[src/rtl/csvt_pkg.sv]
// shared types and constants for the csv record tokenizer
// no dependencies
package csvt_pkg;

    localparam int unsigned FIELD_CAPACITY_DEF = 4096;
    localparam int unsigned MAX_FIELDS         = 16;
    localparam int unsigned QUEUE_DEPTH        = 4;

    localparam int unsigned CFG_INDEX_W    = 4;
    localparam int unsigned CFG_DATA_W     = 13;
    localparam int unsigned CFG_EXPECTED_W = 5;
    localparam int unsigned CFG_LIMIT_W    = 13;

    localparam logic [CFG_INDEX_W-1:0] REG_EXPECTED = 4'd0;
    localparam logic [CFG_INDEX_W-1:0] REG_LIMIT    = 4'd1;

    localparam logic [CFG_EXPECTED_W-1:0] EXPECTED_RST = 5'd5;
    localparam logic [CFG_LIMIT_W-1:0]    LIMIT_RST    = 13'd4096;

    localparam logic [1:0] KIND_CHAR   = 2'd0;
    localparam logic [1:0] KIND_SEP    = 2'd1;
    localparam logic [1:0] KIND_ACCEPT = 2'd2;
    localparam logic [1:0] KIND_REJECT = 2'd3;

    localparam logic [7:0] CH_QUOTE = 8'h22;
    localparam logic [7:0] CH_COMMA = 8'h2c;
    localparam logic [7:0] CH_CR    = 8'h0d;
    localparam logic [7:0] CH_LF    = 8'h0a;
    localparam logic [7:0] CH_NUL   = 8'h00;

    typedef struct packed {
        logic [1:0] kind;
        logic [3:0] col;
        logic [7:0] ch;
    } res_t;

    typedef struct packed {
        logic two;
        res_t r0;
        res_t r1;
    } entry_t;

    function automatic logic is_end(input logic [7:0] b);
        return (b == CH_LF) || (b == CH_NUL);
    endfunction

endpackage

[src/rtl/csvt_queue.sv]
// short word queue between the front and back ends
// depends on csvt_pkg for the entry type and depth
module csvt_queue
    import csvt_pkg::*;
(
    input  logic   aclk,
    input  logic   aresetn,
    input  logic   push,
    input  entry_t push_entry,
    output logic   full,
    output logic   q_valid,
    output entry_t q_entry,
    input  logic   pop
);

    localparam int unsigned PTR_W = (QUEUE_DEPTH > 1) ? $clog2(QUEUE_DEPTH) : 1;
    localparam int unsigned CNT_W = $clog2(QUEUE_DEPTH + 1);

    entry_t             mem_reg [QUEUE_DEPTH];
    logic [PTR_W-1:0]   wr_ptr_reg, rd_ptr_reg;
    logic [CNT_W-1:0]   count_reg;

    function automatic logic [PTR_W-1:0] bump(input logic [PTR_W-1:0] ptr);
        if (ptr == PTR_W'(QUEUE_DEPTH - 1)) begin
            return '0;
        end
        return ptr + PTR_W'(1);
    endfunction

    assign full    = (count_reg == CNT_W'(QUEUE_DEPTH));
    assign q_valid = (count_reg != '0);
    assign q_entry = mem_reg[rd_ptr_reg];

    always_ff @(posedge aclk) begin
        if (push) begin
            mem_reg[wr_ptr_reg] <= push_entry;
        end
    end

    always_ff @(posedge aclk) begin
        if (!aresetn) begin
            wr_ptr_reg <= '0;
            rd_ptr_reg <= '0;
            count_reg  <= '0;
        end else begin
            if (push) begin
                wr_ptr_reg <= bump(wr_ptr_reg);
            end
            if (pop) begin
                rd_ptr_reg <= bump(rd_ptr_reg);
            end
            if (push && !pop) begin
                count_reg <= count_reg + CNT_W'(1);
            end else if (pop && !push) begin
                count_reg <= count_reg - CNT_W'(1);
            end
        end
    end

`ifndef SYNTHESIS
    a_no_push_full: assert property (@(posedge aclk) disable iff (!aresetn)
        push |-> !full) else $error("queue push while full");
    a_no_pop_empty: assert property (@(posedge aclk) disable iff (!aresetn)
        pop |-> q_valid) else $error("queue pop while empty");
    a_count_up: assert property (@(posedge aclk) disable iff (!aresetn)
        (push && !pop) |=> count_reg == $past(count_reg) + CNT_W'(1))
        else $error("queue count did not advance");
`endif

endmodule

[config.mk]
export PLATFORM = sky130hd
export DESIGN_NAME = csvt_queue
export DESIGN_NICKNAME = d
export VERILOG_FILES = /design/src/rtl/csvt_pkg.sv /design/src/rtl/csvt_queue.sv
export SDC_FILE = /design/constraint.sdc
export NUM_CORES = 1
export LEC_CHECK = 0
export CAP_MARGIN = 20
export CORE_ASPECT_RATIO = 0.7
export CORE_MARGIN = 3
export CORE_UTILIZATION = 50
export DETAILED_ROUTE_END_ITERATION = 8
export DONT_BUFFER_PORTS = 1
export GPL_TIMING_DRIVEN = 0
export PLACE_DENSITY = 0.76
export SLEW_MARGIN = 15
export SYNTH_ARGS = -nofsm -noshare
export SYNTH_HDL_FRONTEND = slang
export SYNTH_SLANG_ARGS = --single-unit
[constraint.sdc]
create_clock -name aclk -period 1.9 [get_ports aclk]
set_input_delay 0.095 -clock aclk [delete_from_list [all_inputs] [get_ports aclk]]
set_output_delay 0.095 -clock aclk [all_outputs]
set_load 0.03 [all_outputs]
==> flow_summary.rst <==
.. list-table::
   :header-rows: 1

   * - Metric
     - Value
   * - Share of cells above drive strength 1
     - 22.35%
   * - Measured slew at the worst slew-check pin
     - 1.003 ns
   * - Worst slew margin relative to its limit
     - 32.96%
   * - Max-slew violation count
     - 0
   * - DP HPWL
     - 4.510 mm
   * - Worst vdd rail ir drop
     - 0.001010 V
   * - Remaining routing DRC violations
     - 0
   * - Arrival time reported for the critical path endpoint
     - 1.70 ns
   * - Hold-critical path depth
     - 3
   * - Fillers
     - 589
   * - Sort of element at the start of the critical path
     - flip-flop
   * - Cts bufs inserted
     - 17
   * - Crit path time final
     - 1.794 ns
   * - Multi-input combinational cell area
     - 925.9 um^2
   * - Wire length of the first global-routing pass
     - 12.06 mm
   * - Total number of placement rows
     - 28
   * - Portion of the clock cycle consumed by the worst path in the final layout
     - 94.42%
   * - Remaining number of nets flagged by the antenna check after routing
     - 0
   * - DR vias
     - 1997
   * - Highest fanout seen on the critical path
     - 10
   * - Clock-pin slew on the worst setup and hold paths
     - 0.05 ns
   * - DR vias/cell
     - 5.325
   * - Antenna violations before repair
     - 0
   * - Per-instance average area after synthesis
     - 23.86 um^2
   * - Clk_lat worst skew
     - 0.40 ns
   * - Die outline height
     - 86.70 um
   * - Core area
     - 0.008758 mm^2
   * - Unique masters post-synth
     - 24
   * - Post-DR wirelength/cell
     - 19.96 um
   * - Post-Place Worst Slack
     - 0.2287 ns
   * - Netlist Area Pre-Place
     - 0.004652 mm^2
   * - Mapped Cells
     - 195
   * - M1 GR Usage
     - 19.41%
   * - Final setup viols
     - 0
   * - Width of the chip
     - 121.3 um
   * - CTS root buf
     - sky130_fd_sc_hd__clkbuf_16
   * - Type of element capturing the critical path
     - output pin
   * - Sink Count
     - 125
   * - H-tree depth reported by CTS
     - 4
   * - First drt pass iteration count
     - 4
   * - Worst Hold Margin
     - 0.04731 ns
   * - Synth Net Count
     - 235
   * - Initial detailed-routing violation count
     - 210
   * - Most used routing layer
     - met2
   * - Warning count from the yosys run
     - 0
   * - Yosys top cell area share
     - 74.88%
   * - Part of the Yosys area used for sequential elements
     - 78.75%
   * - Final hold violation count
     - 0
   * - Highest achievable clock rate
     - 557.4 MHz
   * - Number of port buffers
     - 0
   * - Met3 Resource Use GR
     - 8.284%
   * - Residual overflow from global routing
     - 0
   * - Routability cong.
     - 0.6421
   * - Total routed wirelength
     - 7.485 mm
   * - Static leakage power
     - 0.001840 uW
   * - Largest clock skew in the final design
     - 0.004600 ns
   * - Worst hold-check path type
     - in -> reg
   * - #FFs+latches synth
     - 125
   * - Global-route met2 utilization
     - 24.76%
   * - RSZ-0062 raised after global routing
     - false
   * - Initial standard-cell utilization of the core
     - 53.11%
   * - CP Data Required Time
     - 1.80 ns
   * - Result of the run
     - completed
   * - Cell taking the most area after synthesis
     - sky130_fd_sc_hd__edfxtp_1
   * - Maximum count of clock buffers along a single path
     - 2
   * - Most frequent standard cell in the layout excluding fill and tap cells
     - sky130_fd_sc_hd__edfxtp_1
   * - Final worst setup slack
     - 0.1060 ns
   * - Die area
     - 0.01052 mm^2
   * - Largest net degree at the start of global routing
     - 30
   * - Seq. cell area
     - 0.003665 mm^2
   * - Cell Pwr Density
     - 1144 mW/mm^2
   * - Type of the worst setup path
     - reg -> out
   * - Leading cell types in the layout, fill and taps excluded
     - sky130_fd_sc_hd__edfxtp_1, sky130_fd_sc_hd__dlygate4sd3_1, sky130_fd_sc_hd__mux4_2, sky130_fd_sc_hd__clkbuf_16, sky130_fd_sc_hd__dfxtp_1
   * - Number of antenna cells inserted
     - 0
   * - Layout Area Growth over Synthesis
     - 20.58%
   * - Ports
     - 64
   * - Max-cap check violation count
     - 0
   * - Clock tree from TritonCTS
     - built
   * - Final #Nets
     - 286
   * - Top area cells in the synthesized netlist
     - sky130_fd_sc_hd__edfxtp_1, sky130_fd_sc_hd__mux4_2, sky130_fd_sc_hd__dfxtp_1, sky130_fd_sc_hd__ha_1, sky130_fd_sc_hd__mux2i_1
   * - Number of cells on the worst reg-to-reg path
     - 3
   * - Largest register FFs
     - 116
   * - GRT Overall Usage
     - 16.05%
   * - Via count of the first global-routing pass
     - 2224
[worst paths after layout]
path,from,endpoint,slack (ns)
max,flip-flop,q_entry[20],0.11
min,pop,flip-flop,0.05
max reg2reg,wr_ptr_reg[0],mem_reg[0][0],0.27
min reg2reg,count_reg[2],count_reg[2],0.53
[cell families after synthesis]
| family | count (synthesis) | synth area share (%) |
|---|---|---|
| compound gates | 3 | 0.4304 |
| xor+xnor | 2 | 0.3766 |
| fa+ha+maj | 7 | 2.044 |
| buf+inv | 10 | 1.452 |
| flops | 125 | 78.75 |
| mux | 33 | 14.98 |
| simple gates | 15 | 1.963 |
[routing by layer]
layer | part of all wire, % | vias to the layer above
met5 | 0 | -
met4 | 1.4 | 0
met3 | 9.3 | 16
met2 | 48 | 67
met1 | 41 | 1005
li1 | - | 909
[layout make-up]
type	instances	area share, %
sequential	125	65.34
timing repair buffer	32	5.710
buffer	6	1.138
tap	120	2.677
clock buffer	22	7.919
clock inverter	6	0.4461
inverter	4	0.2677
multi-input combinational	60	16.51
[repair_timing]
item                                    CTS  global route
gates resized for setup                   2             2
endpoints found under the setup margin   10            10
buffers inserted                          0             0
pin swaps                                 0             0
cloned                                    0             0
hold endpoints to repair                125             0
hold buffers                             32             0
[through the flow]
step | total power, uW | instance area (um^2) | utilization [%] | setup TNS (ns) | cells
after floorplan | 3719 | 4652 | - | 0 | 195
after global placement | 3800 | 4802 | 54.83 | -25.71 | 315
after detailed placement | 3820 | 4807 | 54.89 | 0 | 315
after CTS | 6487 | 5603 | 63.97 | 0 | 375
after global routing | 6674 | 5609 | 64.04 | 0 | 375
final | 6418 | 5609 | 64.04 | 0 | 375
[worst max-delay path, stage by stage, from the launching register on]
cell and delay (ns):
sky130_fd_sc_hd__dfxtp_2 0.35, sky130_fd_sc_hd__buf_12 0.15, sky130_fd_sc_hd__buf_12 0.16, sky130_fd_sc_hd__mux4_2 0.63
[synthesized netlist by cell type]
cell,n
sky130_fd_sc_hd__a21boi_0,1
sky130_fd_sc_hd__and2_1,5
sky130_fd_sc_hd__buf_12,1
sky130_fd_sc_hd__buf_2,2
sky130_fd_sc_hd__buf_4,1
sky130_fd_sc_hd__buf_6,1
sky130_fd_sc_hd__clkbuf_1,1
sky130_fd_sc_hd__dfxtp_1,9
sky130_fd_sc_hd__edfxtp_1,116
sky130_fd_sc_hd__fa_1,1
sky130_fd_sc_hd__ha_1,6
sky130_fd_sc_hd__inv_1,4
sky130_fd_sc_hd__mux2i_1,4
sky130_fd_sc_hd__mux4_1,1
sky130_fd_sc_hd__mux4_2,28
sky130_fd_sc_hd__nor2_1,1
sky130_fd_sc_hd__nor2b_1,5
sky130_fd_sc_hd__nor3_1,1
sky130_fd_sc_hd__nor3b_1,1
sky130_fd_sc_hd__o21a_1,1
sky130_fd_sc_hd__o21ai_0,1
sky130_fd_sc_hd__or3_1,2
sky130_fd_sc_hd__xnor2_1,1
sky130_fd_sc_hd__xor2_1,1
[report_power, final]
part           total, uW  switching [uW]  internal, uW
logic                638             407           231
registers           3200            43.6          3160
clock network       2580             978          1600
Note: power is estimated with default switching activity, not from simulation.
