===== config.mk =====
export PLATFORM = sky130hd
export DESIGN_NAME = csvt_back
export DESIGN_NICKNAME = d
export VERILOG_FILES = /design/src/rtl/csvt_pkg.sv /design/src/rtl/csvt_back.sv
export SDC_FILE = /design/constraint.sdc
export NUM_CORES = 1
export LEC_CHECK = 0
export BUFFER_PORTS_ARGS = -buffer_cell sky130_fd_sc_hd__buf_2
export CORE_ASPECT_RATIO = 0.7
export CORE_UTILIZATION = 30
export DETAILED_ROUTE_END_ITERATION = 10
export GPL_TIMING_DRIVEN = 0
export MAX_ROUTING_LAYER = met4
export PLACE_DENSITY = 0.64
export SLEW_MARGIN = 10
export SYNTH_ARGS = -nofsm -noshare
export SYNTH_HDL_FRONTEND = slang
export SYNTH_SLANG_ARGS = --single-unit

===== constraint.sdc =====
create_clock -name aclk -period 1.6 [get_ports aclk]
set_input_delay 0.16 -clock aclk [delete_from_list [all_inputs] [get_ports aclk]]
set_output_delay 0.16 -clock aclk [all_outputs]
set_load 0.05 [all_outputs]

===== src/rtl/csvt_pkg.sv =====
// shared types and constants for the csv record tokenizer
// no dependencies
package csvt_pkg;

    localparam int unsigned FIELD_CAPACITY_DEF = 4096;
    localparam int unsigned MAX_FIELDS         = 16;
    localparam int unsigned QUEUE_DEPTH        = 4;

    localparam int unsigned CFG_INDEX_W    = 4;
    localparam int unsigned CFG_DATA_W     = 13;
    localparam int unsigned CFG_EXPECTED_W = 5;
    localparam int unsigned CFG_LIMIT_W    = 13;

    localparam logic [CFG_INDEX_W-1:0] REG_EXPECTED = 4'd0;
    localparam logic [CFG_INDEX_W-1:0] REG_LIMIT    = 4'd1;

    localparam logic [CFG_EXPECTED_W-1:0] EXPECTED_RST = 5'd5;
    localparam logic [CFG_LIMIT_W-1:0]    LIMIT_RST    = 13'd4096;

    localparam logic [1:0] KIND_CHAR   = 2'd0;
    localparam logic [1:0] KIND_SEP    = 2'd1;
    localparam logic [1:0] KIND_ACCEPT = 2'd2;
    localparam logic [1:0] KIND_REJECT = 2'd3;

    localparam logic [7:0] CH_QUOTE = 8'h22;
    localparam logic [7:0] CH_COMMA = 8'h2c;
    localparam logic [7:0] CH_CR    = 8'h0d;
    localparam logic [7:0] CH_LF    = 8'h0a;
    localparam logic [7:0] CH_NUL   = 8'h00;

    typedef struct packed {
        logic [1:0] kind;
        logic [3:0] col;
        logic [7:0] ch;
    } res_t;

    typedef struct packed {
        logic two;
        res_t r0;
        res_t r1;
    } entry_t;

    function automatic logic is_end(input logic [7:0] b);
        return (b == CH_LF) || (b == CH_NUL);
    endfunction

endpackage


===== src/rtl/csvt_back.sv =====
// back end: unpacks queue entries into single result words
// depends on csvt_pkg; holds the output register and the second result
module csvt_back
    import csvt_pkg::*;
(
    input  logic       aclk,
    input  logic       aresetn,
    input  logic       q_valid,
    input  entry_t     q_entry,
    output logic       pop,
    output logic       m_valid,
    input  logic       m_ready,
    output logic [1:0] m_kind,
    output logic [3:0] m_column_index,
    output logic [7:0] m_character,
    output logic       m_last_of_step
);

    logic m_valid_reg;
    res_t out_reg;
    logic last_reg;
    res_t second_reg;
    logic second_pend_reg;
    logic load;

    assign load = !m_valid_reg || m_ready;
    assign pop  = load && !second_pend_reg && q_valid;

    always_ff @(posedge aclk) begin
        if (!aresetn) begin
            m_valid_reg     <= 1'b0;
            second_pend_reg <= 1'b0;
        end else if (load) begin
            if (second_pend_reg) begin
                m_valid_reg     <= 1'b1;
                second_pend_reg <= 1'b0;
            end else begin
                m_valid_reg     <= q_valid;
                second_pend_reg <= q_valid && q_entry.two;
            end
        end
    end

    always_ff @(posedge aclk) begin
        if (load) begin
            if (second_pend_reg) begin
                out_reg  <= second_reg;
                last_reg <= 1'b1;
            end else begin
                out_reg    <= q_entry.r0;
                last_reg   <= !q_entry.two;
                second_reg <= q_entry.r1;
            end
        end
    end

    assign m_valid        = m_valid_reg;
    assign m_kind         = out_reg.kind;
    assign m_column_index = out_reg.col;
    assign m_character    = out_reg.ch;
    assign m_last_of_step = last_reg;

`ifndef SYNTHESIS
    a_second_behind_out: assert property (@(posedge aclk) disable iff (!aresetn)
        second_pend_reg |-> (m_valid_reg && !last_reg))
        else $error("second result pending without a first in the output register");
`endif

endmodule


==> results.json, run 1 <==
{
  "outcome": "complete, no violations",
  "power.density_nw_per_um2": 1160,
  "wl_met3_microns": 180,
  "antenna_cells": 0,
  "finalNetCount": 145,
  "io_pins": 50,
  "dieHeight_microns": 54.6,
  "rsz0062_at_grt": "yes",
  "clockBufferDepth": 2,
  "viasPerCell": 4.07,
  "rows": 18,
  "num_vias": 660,
  "place.gp.congestion": 0.683,
  "cts_tree": "done",
  "dp_hpwl_mm": 1.41,
  "regToRegSetupSlack_ns": 0.08,
  "grt_max_degree": 16,
  "worstHoldStart": "q_entry[5]",
  "path_delay_family": "buffers and inverters",
  "crit_slowest_cell": "inv_1",
  "drt_wl_total_mm": 2.00,
  "grt_overflow": 0,
  "maxCapViolCount": 0,
  "dp_cells": 155,
  "net-switching-power_uw": 487,
  "yosysWarnings": 0,
  "ir_drop_mv": 0.708,
  "reg2reg_depth": 2,
  "cp_cell_sequence": "nor2b_1 > inv_1",
  "wl_met2_microns": 954,
  "fmax_ghz": 0.658,
  "async_reset_ff_share_pct": 0,
  "drt_pass1_iterations": 4,
  "grt_pass1_vias": 618,
  "post-route-period-util_pct": 95.0,
  "ant_nets": 0,
  "whs_ns": 0.0558,
  "min_to": "second_reg[5]$_DFFE_PP_",
  "whs_path_depth": 1,
  "layout_min_cycle_time_ns": 1.52,
  "die_w_microns": 77.2,
  "synthCells": 56,
  "path_buf_inv": 1,
  "routed.top_layer": "met4",
  "worstSetupStartpointType": "flip-flop",
  "critPathMaxFanout": 15,
  "ys_seq_elements": 31,
  "dp_slack_ns": 0.0104,
  "drive_above_1_share_pct": 66.1,
  "seqPwrFrac_pct": 53.4,
  "cts_buffers": 5,
  "p_int_uw": 1360,
  "antenna_found_initial": 0,
  "clk_latency_ns": 0.27,
  "synth_top_area_share_pct": 73.4,
  "grt_pass1_wl_mm": 2.88,
  "cts_sinks": 31,
  "p_clk_share_pct": 30.0,
  "seq_area_frac_synth_pct": 76.8,
  "final-max-slew-violation-count": 0,
  "crit_type": "reg -> reg",
  "synthTopCellsByCount": "edfxtp_1, mux2_2, mux2_4, dfxtp_1",
  "synth.avg_cell_area_sq_um": 21.2,
  "hold_class": "in -> reg",
  "start_util_pct": 32.5,
  "swShare_pct": 26.4,
  "drt-met1-wl_microns": 840,
  "areaGrowthSynthToFinish_pct": 33.5,
  "relSlewSlack_pct": 59.1,
  "syn_nets": 89,
  "power_frac_comb_pct": 16.6,
  "mappedNetlistArea_sq_um": 1190,
  "required_ns": 1.52,
  "synth.most_common_cell": "edfxtp_1",
  "max_stage_delay_ns": 0.42,
  "cts_root_buf": "clkbuf_8",
  "hold_viol": 0,
  "final_cell_count_no_fill": 162,
  "ys.flop_type": "edfxtp_1",
  "finClkSkew_ns": 0.00335,
  "arrival_ns": 1.44,
  "wl_per_cell_microns": 12.3,
  "die_area_sq_um": 4210,
  "r2r_start": "m_valid$_SDFFE_PN0N_",
  "portBuffers": 49,
  "worst_pin_slew_ns": 0.613,
  "htreeDepth": 2,
  "clk_pin_slew_ns": 0.06,
  "crit_path_end_kind": "flip-flop",
  "synth_area_leader_cell": "edfxtp_1",
  "synth_edf_count": 29,
  "setup-violations-final": 0,
  "rr_endpoint": "m_kind[1]$_DFFE_PN_",
  "route.detailed.drc": 0,
  "drt_iter0_drc": 17,
  "grtUsageTotal_pct": 10.3,
  "post-cts-setup-buffer-count": 0,
  "synthTopCellsByArea": "edfxtp_1, mux2_2, mux2_4",
  "synth_cell_type_count": 15,
  "fin_ws_ns": 0.0796,
  "coreArea_sq_um": 3650,
  "largest_register_ffs": 14,
  "leakage_uw": 0.000660
}
-- final cells by class --
cell class | count | area [sq um]
buffer | 2 | 31.3
clock buffer | 5 | 68.8
clock inverter | 2 | 8.76
fill | 351 | 2060
inverter | 1 | 3.75
multi-input combinational | 22 | 253
sequential | 31 | 911
tap | 50 | 62.6
timing repair buffer | 49 | 245
-- cells in the final DEF (no fill, tap or decap) --
cell type,count
nor2_4,1
nand4b_1,1
dfxtp_1,2
clkinv_1,1
mux2_2,8
clkinv_2,1
buf_2,49
buf_12,1
nor3b_2,1
nand2_1,1
o31ai_1,1
o31a_1,1
clkbuf_8,5
nand2b_4,1
inv_1,1
mux2_4,6
buf_6,1
edfxtp_1,29
nor2b_1,1
-- power by group through the flow --
stage / registers [uW] / clock network, uW / logic [uW]
after floorplan: 1140 / 0 / 82.3
after global placement: 1000 / 0 / 303
after detailed placement: 1000 / 0 / 307
after CTS: 986 / 572 / 308
after global routing: 991 / 606 / 323
final: 985 / 554 / 306
-- worst max path at each step --
stage                                       from                     endpoint  slack, ns  cells after the start
floorplan                   m_valid$_SDFFE_PN0N_     m_character[0]$_DFFE_PN_      0.002                      2
global placement    second_pend_reg$_SDFFE_PN0N_     second_reg[13]$_DFFE_PP_       0.05                      3
detailed placement  second_pend_reg$_SDFFE_PN0N_     second_reg[10]$_DFFE_PP_       0.01                      3
CTS                 second_pend_reg$_SDFFE_PN0N_      second_reg[7]$_DFFE_PP_      0.004                      3
global route                m_valid$_SDFFE_PN0N_  m_column_index[2]$_DFFE_PN_      -0.05                      2
finish                      m_valid$_SDFFE_PN0N_          m_kind[1]$_DFFE_PN_       0.08                      2
-- logic make-up after synthesis --
group | after synthesis | share of synthesized area (%)
AOI/OAI and AO/OA | 2 | 1.37
buffers and inverters | 3 | 2.95
DFF | 31 | 76.8
muxes | 14 | 15.2
and+or+nand+nor | 6 | 3.69
-- repair_timing --
item | CTS | global route
setup endpoints to repair | 0 | 14
endpoints found under the hold margin | 0 | 0
hold buffers | 0 | 0
gates resized for setup | 0 | 1
-- metal layers --
metal	track usage [%]	vias to the layer above
li1	-	329
met1	10.9	296
met2	16.5	32
met3	5.17	3
met4	4.72	0
met5	-	-
-- per-stage QoR --
step	util (%)	cell area (sq um)	power, uW	setup TNS, ns
2_1_floorplan	-	1190	1220	0
3_3_place_gp	41.2	1500	1300	0
6_report	43.4	1580	1840	0
3_5_place_dp	41.2	1500	1310	0
4_1_cts	43.3	1580	1870	0
5_1_grt	43.4	1580	1920	-0.684
Power figures use the tool's default switching activity.
==> inputs of run 2 (changes only) <==
PLACE_DENSITY = 0.62   (was 0.64)
clock period = 1.4 ns   (was 1.6 ns; I/O delays follow)
==> results.json, run 2 (synthesized netlist as in run 1, its figures left out) <==
{
  "grt_overflow": 0,
  "dp_slack_ns": -0.176,
  "num_vias": 660,
  "total_power_uw": 2510,
  "post-route-period-util_pct": 92.7,
  "cts_root_buf": "clkbuf_8",
  "outcome": "complete, no violations",
  "crit_path_end_kind": "flip-flop",
  "viasPerCell": 4.02,
  "power.density_nw_per_um2": 1510,
  "dp_hpwl_mm": 1.38,
  "clk_latency_ns": 0.28,
  "drt_iter0_drc": 8,
  "critPathMaxFanout": 11,
  "crit_type": "reg -> reg",
  "areaGrowthSynthToFinish_pct": 40.0,
  "regToRegSetupSlack_ns": 0.10,
  "grtUsageTotal_pct": 10.6,
  "fmax_ghz": 0.770,
  "leakage_uw": 0.000690,
  "antenna_cells": 0,
  "rsz0062_at_grt": "no",
  "clockBufferDepth": 2,
  "ir_drop_mv": 0.694,
  "wl_per_cell_microns": 11.8,
  "finClkSkew_ns": 0.00968,
  "rows": 18,
  "drt_wl_total_mm": 1.94,
  "cts_sinks": 31,
  "worstSetupStartpointType": "flip-flop",
  "placed_area_sq_um": 1510,
  "hold_viol": 0,
  "antenna_found_initial": 0,
  "setup_tns_ns": 0,
  "maxCapViolCount": 0,
  "dieHeight_microns": 54.6,
  "fin_util_pct": 45.5,
  "die_area_sq_um": 4210,
  "die_w_microns": 77.2,
  "ant_nets": 0,
  "drive_above_1_share_pct": 70.2,
  "io_pins": 50,
  "place.gp.congestion": 0.644,
  "final-max-slew-violation-count": 0,
  "hold_class": "in -> reg",
  "route.detailed.drc": 0,
  "fin_ws_ns": 0.102,
  "clk_pin_slew_ns": 0.07,
  "cts_tree": "done",
  "layout_min_cycle_time_ns": 1.30,
  "stdcell_area_sq_um": 1660,
  "largest_register_ffs": 14,
  "cts_buffers": 5,
  "htreeDepth": 2,
  "arrival_ns": 1.32,
  "drt_pass1_iterations": 2,
  "grt_pass1_wl_mm": 3.02,
  "layout_common_cells": "buf_2, edfxtp_1, mux2_2",
  "relSlewSlack_pct": 72.5,
  "grt_max_degree": 16,
  "finalNetCount": 146,
  "start_util_pct": 32.5,
  "portBuffers": 49,
  "setup-violations-final": 0,
  "required_ns": 1.43,
  "worst_pin_slew_ns": 0.411,
  "grt_pass1_vias": 688,
  "fillCellCount": 348,
  "coreArea_sq_um": 3650,
  "layout_commonest_cell": "buf_2"
}
-- run 2: repair_timing --
item	CTS	global route
setup endpoints to repair	15	16
hold buffers	0	0
pin swaps	1	1
buffers inserted	1	1
gates resized for setup	4	3
-- run 2: area by class of cell --
type | instances | area (sq um) | area share, %
timing repair buffer | 51 | 267 | 16.1
multi-input combinational | 22 | 267 | 16.1
buffer | 1 | 11.3 | 0.678
inverter | 1 | 7.51 | 0.452
sequential | 31 | 913 | 55.0
tap | 50 | 62.6 | 3.77
clock buffer | 6 | 72.6 | 4.37
clock inverter | 2 | 60.1 | 3.62
-- run 2: power breakdown --
part / internal [uW] / switching (uW)
sequential: 1110 / 17.3
clock: 711 / 318
combinational: 119 / 238
total: 1940 / 573
-- run 2: worst paths after layout --
check        depth (start not counted)                      endpoint                         start
min reg2reg                          2  second_pend_reg$_SDFFE_PN0N_          m_valid$_SDFFE_PN0N_
max                                  3   m_column_index[0]$_DFFE_PN_  second_pend_reg$_SDFFE_PN0N_
min                                  1       second_reg[9]$_DFFE_PP_                    q_entry[9]
max reg2reg                          3   m_column_index[0]$_DFFE_PN_  second_pend_reg$_SDFFE_PN0N_
-- run 2: routing by layer --
metal | part of all wire (%) | global-route usage [%] | routed length (microns)
met5 | 0 | - | 0
met4 | 0 | 4.72 | 0
met3 | 12 | 6.50 | 230
met2 | 47 | 15.8 | 911
met1 | 41 | 11.5 | 794
-- run 2: per-stage QoR --
step	cells	hold slack, ns
global route	164	0.0159
floorplan	56	0.239
CTS	164	0.0196
finish	164	0.0309
detailed placement	155	0.318
global placement	155	0.318
-- run 2: worst max-delay path, stage by stage (launching register included) --
cell and delay (ns):
dfxtp_2 0.32, buf_6 0.18, buf_4 0.21, mux2_2 0.35
==> inputs of run 3 (changes only) <==
CORE_MARGIN = 4   (was unset)
MAX_ROUTING_LAYER = unset   (was met4)
==> results.json, run 3 (synthesized netlist as in run 1, its figures left out) <==
{
  "outcome": "complete, no violations",
  "setup_tns_ns": 0,
  "drive_above_1_share_pct": 68.7,
  "wl_per_cell_microns": 13.4,
  "layout_commonest_cell": "buf_2",
  "ir_drop_mv": 0.600,
  "largest_register_ffs": 14,
  "cp_cell_sequence": "buf_6 > buf_12 > nor3b_4 > buf_6",
  "drt_wl_total_mm": 2.21,
  "required_ns": 1.26,
  "arrival_ns": 1.21,
  "post-route-period-util_pct": 96.5,
  "fillCellCount": 340,
  "max_stage_delay_ns": 0.31,
  "fin_util_pct": 44.3,
  "layout_common_cells": "buf_2, edfxtp_1, mux2_2",
  "grt_max_degree": 16,
  "whs_ns": 0.0398,
  "path_delay_family": "buffers and inverters",
  "crit_top_cell": "buf_6",
  "areaGrowthSynthToFinish_pct": 37.2,
  "io_pins": 50,
  "grt_overflow": 0,
  "setup-violations-final": 0,
  "crit_path_end_kind": "output pin",
  "path_buf_inv": 3,
  "cts_tree": "done",
  "place.gp.congestion": 0.620,
  "crit_type": "reg -> out",
  "final-max-slew-violation-count": 0,
  "cts_buffers": 5,
  "clk_pin_slew_ns": 0.06,
  "num_vias": 677,
  "fin_ws_ns": 0.0493,
  "dp_slack_ns": -0.193,
  "start_util_pct": 32.3,
  "clk_latency_ns": 0.27,
  "worstSetupStartpointType": "flip-flop",
  "power.density_nw_per_um2": 1310,
  "grt_pass1_wl_mm": 3.42,
  "clockBufferDepth": 2,
  "portBuffers": 49,
  "ant_nets": 0,
  "finalNetCount": 147,
  "cts_sinks": 31,
  "cts_root_buf": "clkbuf_8",
  "viasPerCell": 4.10,
  "relSlewSlack_pct": 71.9,
  "dieHeight_microns": 60.6,
  "antenna_found_initial": 0,
  "dp_cells": 155,
  "route.detailed.drc": 0,
  "maxCapViolCount": 0,
  "die_area_sq_um": 5040,
  "fmax_ghz": 0.740,
  "grt_pass1_vias": 762,
  "hold_buffers": 0,
  "final_cell_count_no_fill": 165,
  "drt_pass1_iterations": 2,
  "regToRegSetupSlack_ns": 0.13,
  "htreeDepth": 2,
  "rows": 18,
  "crit_slowest_cell": "dfxtp_1",
  "drt_iter0_drc": 38,
  "die_w_microns": 83.2,
  "hold_class": "in -> reg",
  "hold_viol": 0,
  "layout_min_cycle_time_ns": 1.35,
  "finClkSkew_ns": 0.00484,
  "critPathMaxFanout": 10,
  "coreArea_sq_um": 3670,
  "leakage_uw": 0.000675,
  "worst_pin_slew_ns": 0.420,
  "rsz0062_at_grt": "no",
  "grtUsageTotal_pct": 9.45,
  "antenna_cells": 0
}
run 3: worst reg2reg max path, delay by kind of cell, from the launching register on:
| family | cells | cell delay, ns |
|---|---|---|
| simple gates | 1 | 0.36 |
| buf+inv | 2 | 0.26 |
| flops | 1 | 0.31 |
run 3: per-layer routing:
metal	up-vias	part of all wire, %	track usage [%]
li1	333	-	-
met1	315	39	9.92
met2	29	50	15.6
met3	0	11	5.83
met4	0	0	4.20
met5	-	0	0
run 3: final cells by class:
type	instances	area, sq um	area share [%]
flip-flops and latches	31	912	56.0
plain buffers	2	31.3	1.92
inverters	1	7.51	0.461
well taps	50	62.6	3.84
clock inverters	1	5.00	0.307
multi-input cells	22	267	16.4
repair buffers	51	267	16.4
clock buffers	7	76.3	4.69
run 3: where the power goes:
part           switching (uW)  internal, uW
logic                     240           124
clock network             298           348
registers                19.7          1110
run 3: path summary, 6_finish.rpt:
| kind | start | end | depth (start not counted) |
|---|---|---|---|
| worst min register to register | m_valid$_SDFFE_PN0N_ | second_pend_reg$_SDFFE_PN0N_ | 2 |
| worst max-delay path | second_pend_reg$_SDFFE_PN0N_ | pop | 4 |
| worst max register to register | second_pend_reg$_SDFFE_PN0N_ | second_reg[2]$_DFFE_PP_ | 3 |
| worst min-delay path | q_entry[6] | second_reg[6]$_DFFE_PP_ | 1 |
run 3: what timing repair did:
action / in CTS / in global routing
pin swaps: 0 / 0
setup endpoints to repair: 15 / 15
resized for setup: 4 / 2
hold endpoints to repair: 0 / 0
buffers inserted: 1 / 1
run 3: metrics by stage:
stage | total power (uW) | cell area [sq um]
after floorplan | 1390 | 1200
after global placement | 1490 | 1510
after detailed placement | 1500 | 1510
after CTS | 2180 | 1610
after global routing | 2240 | 1630
final | 2140 | 1630
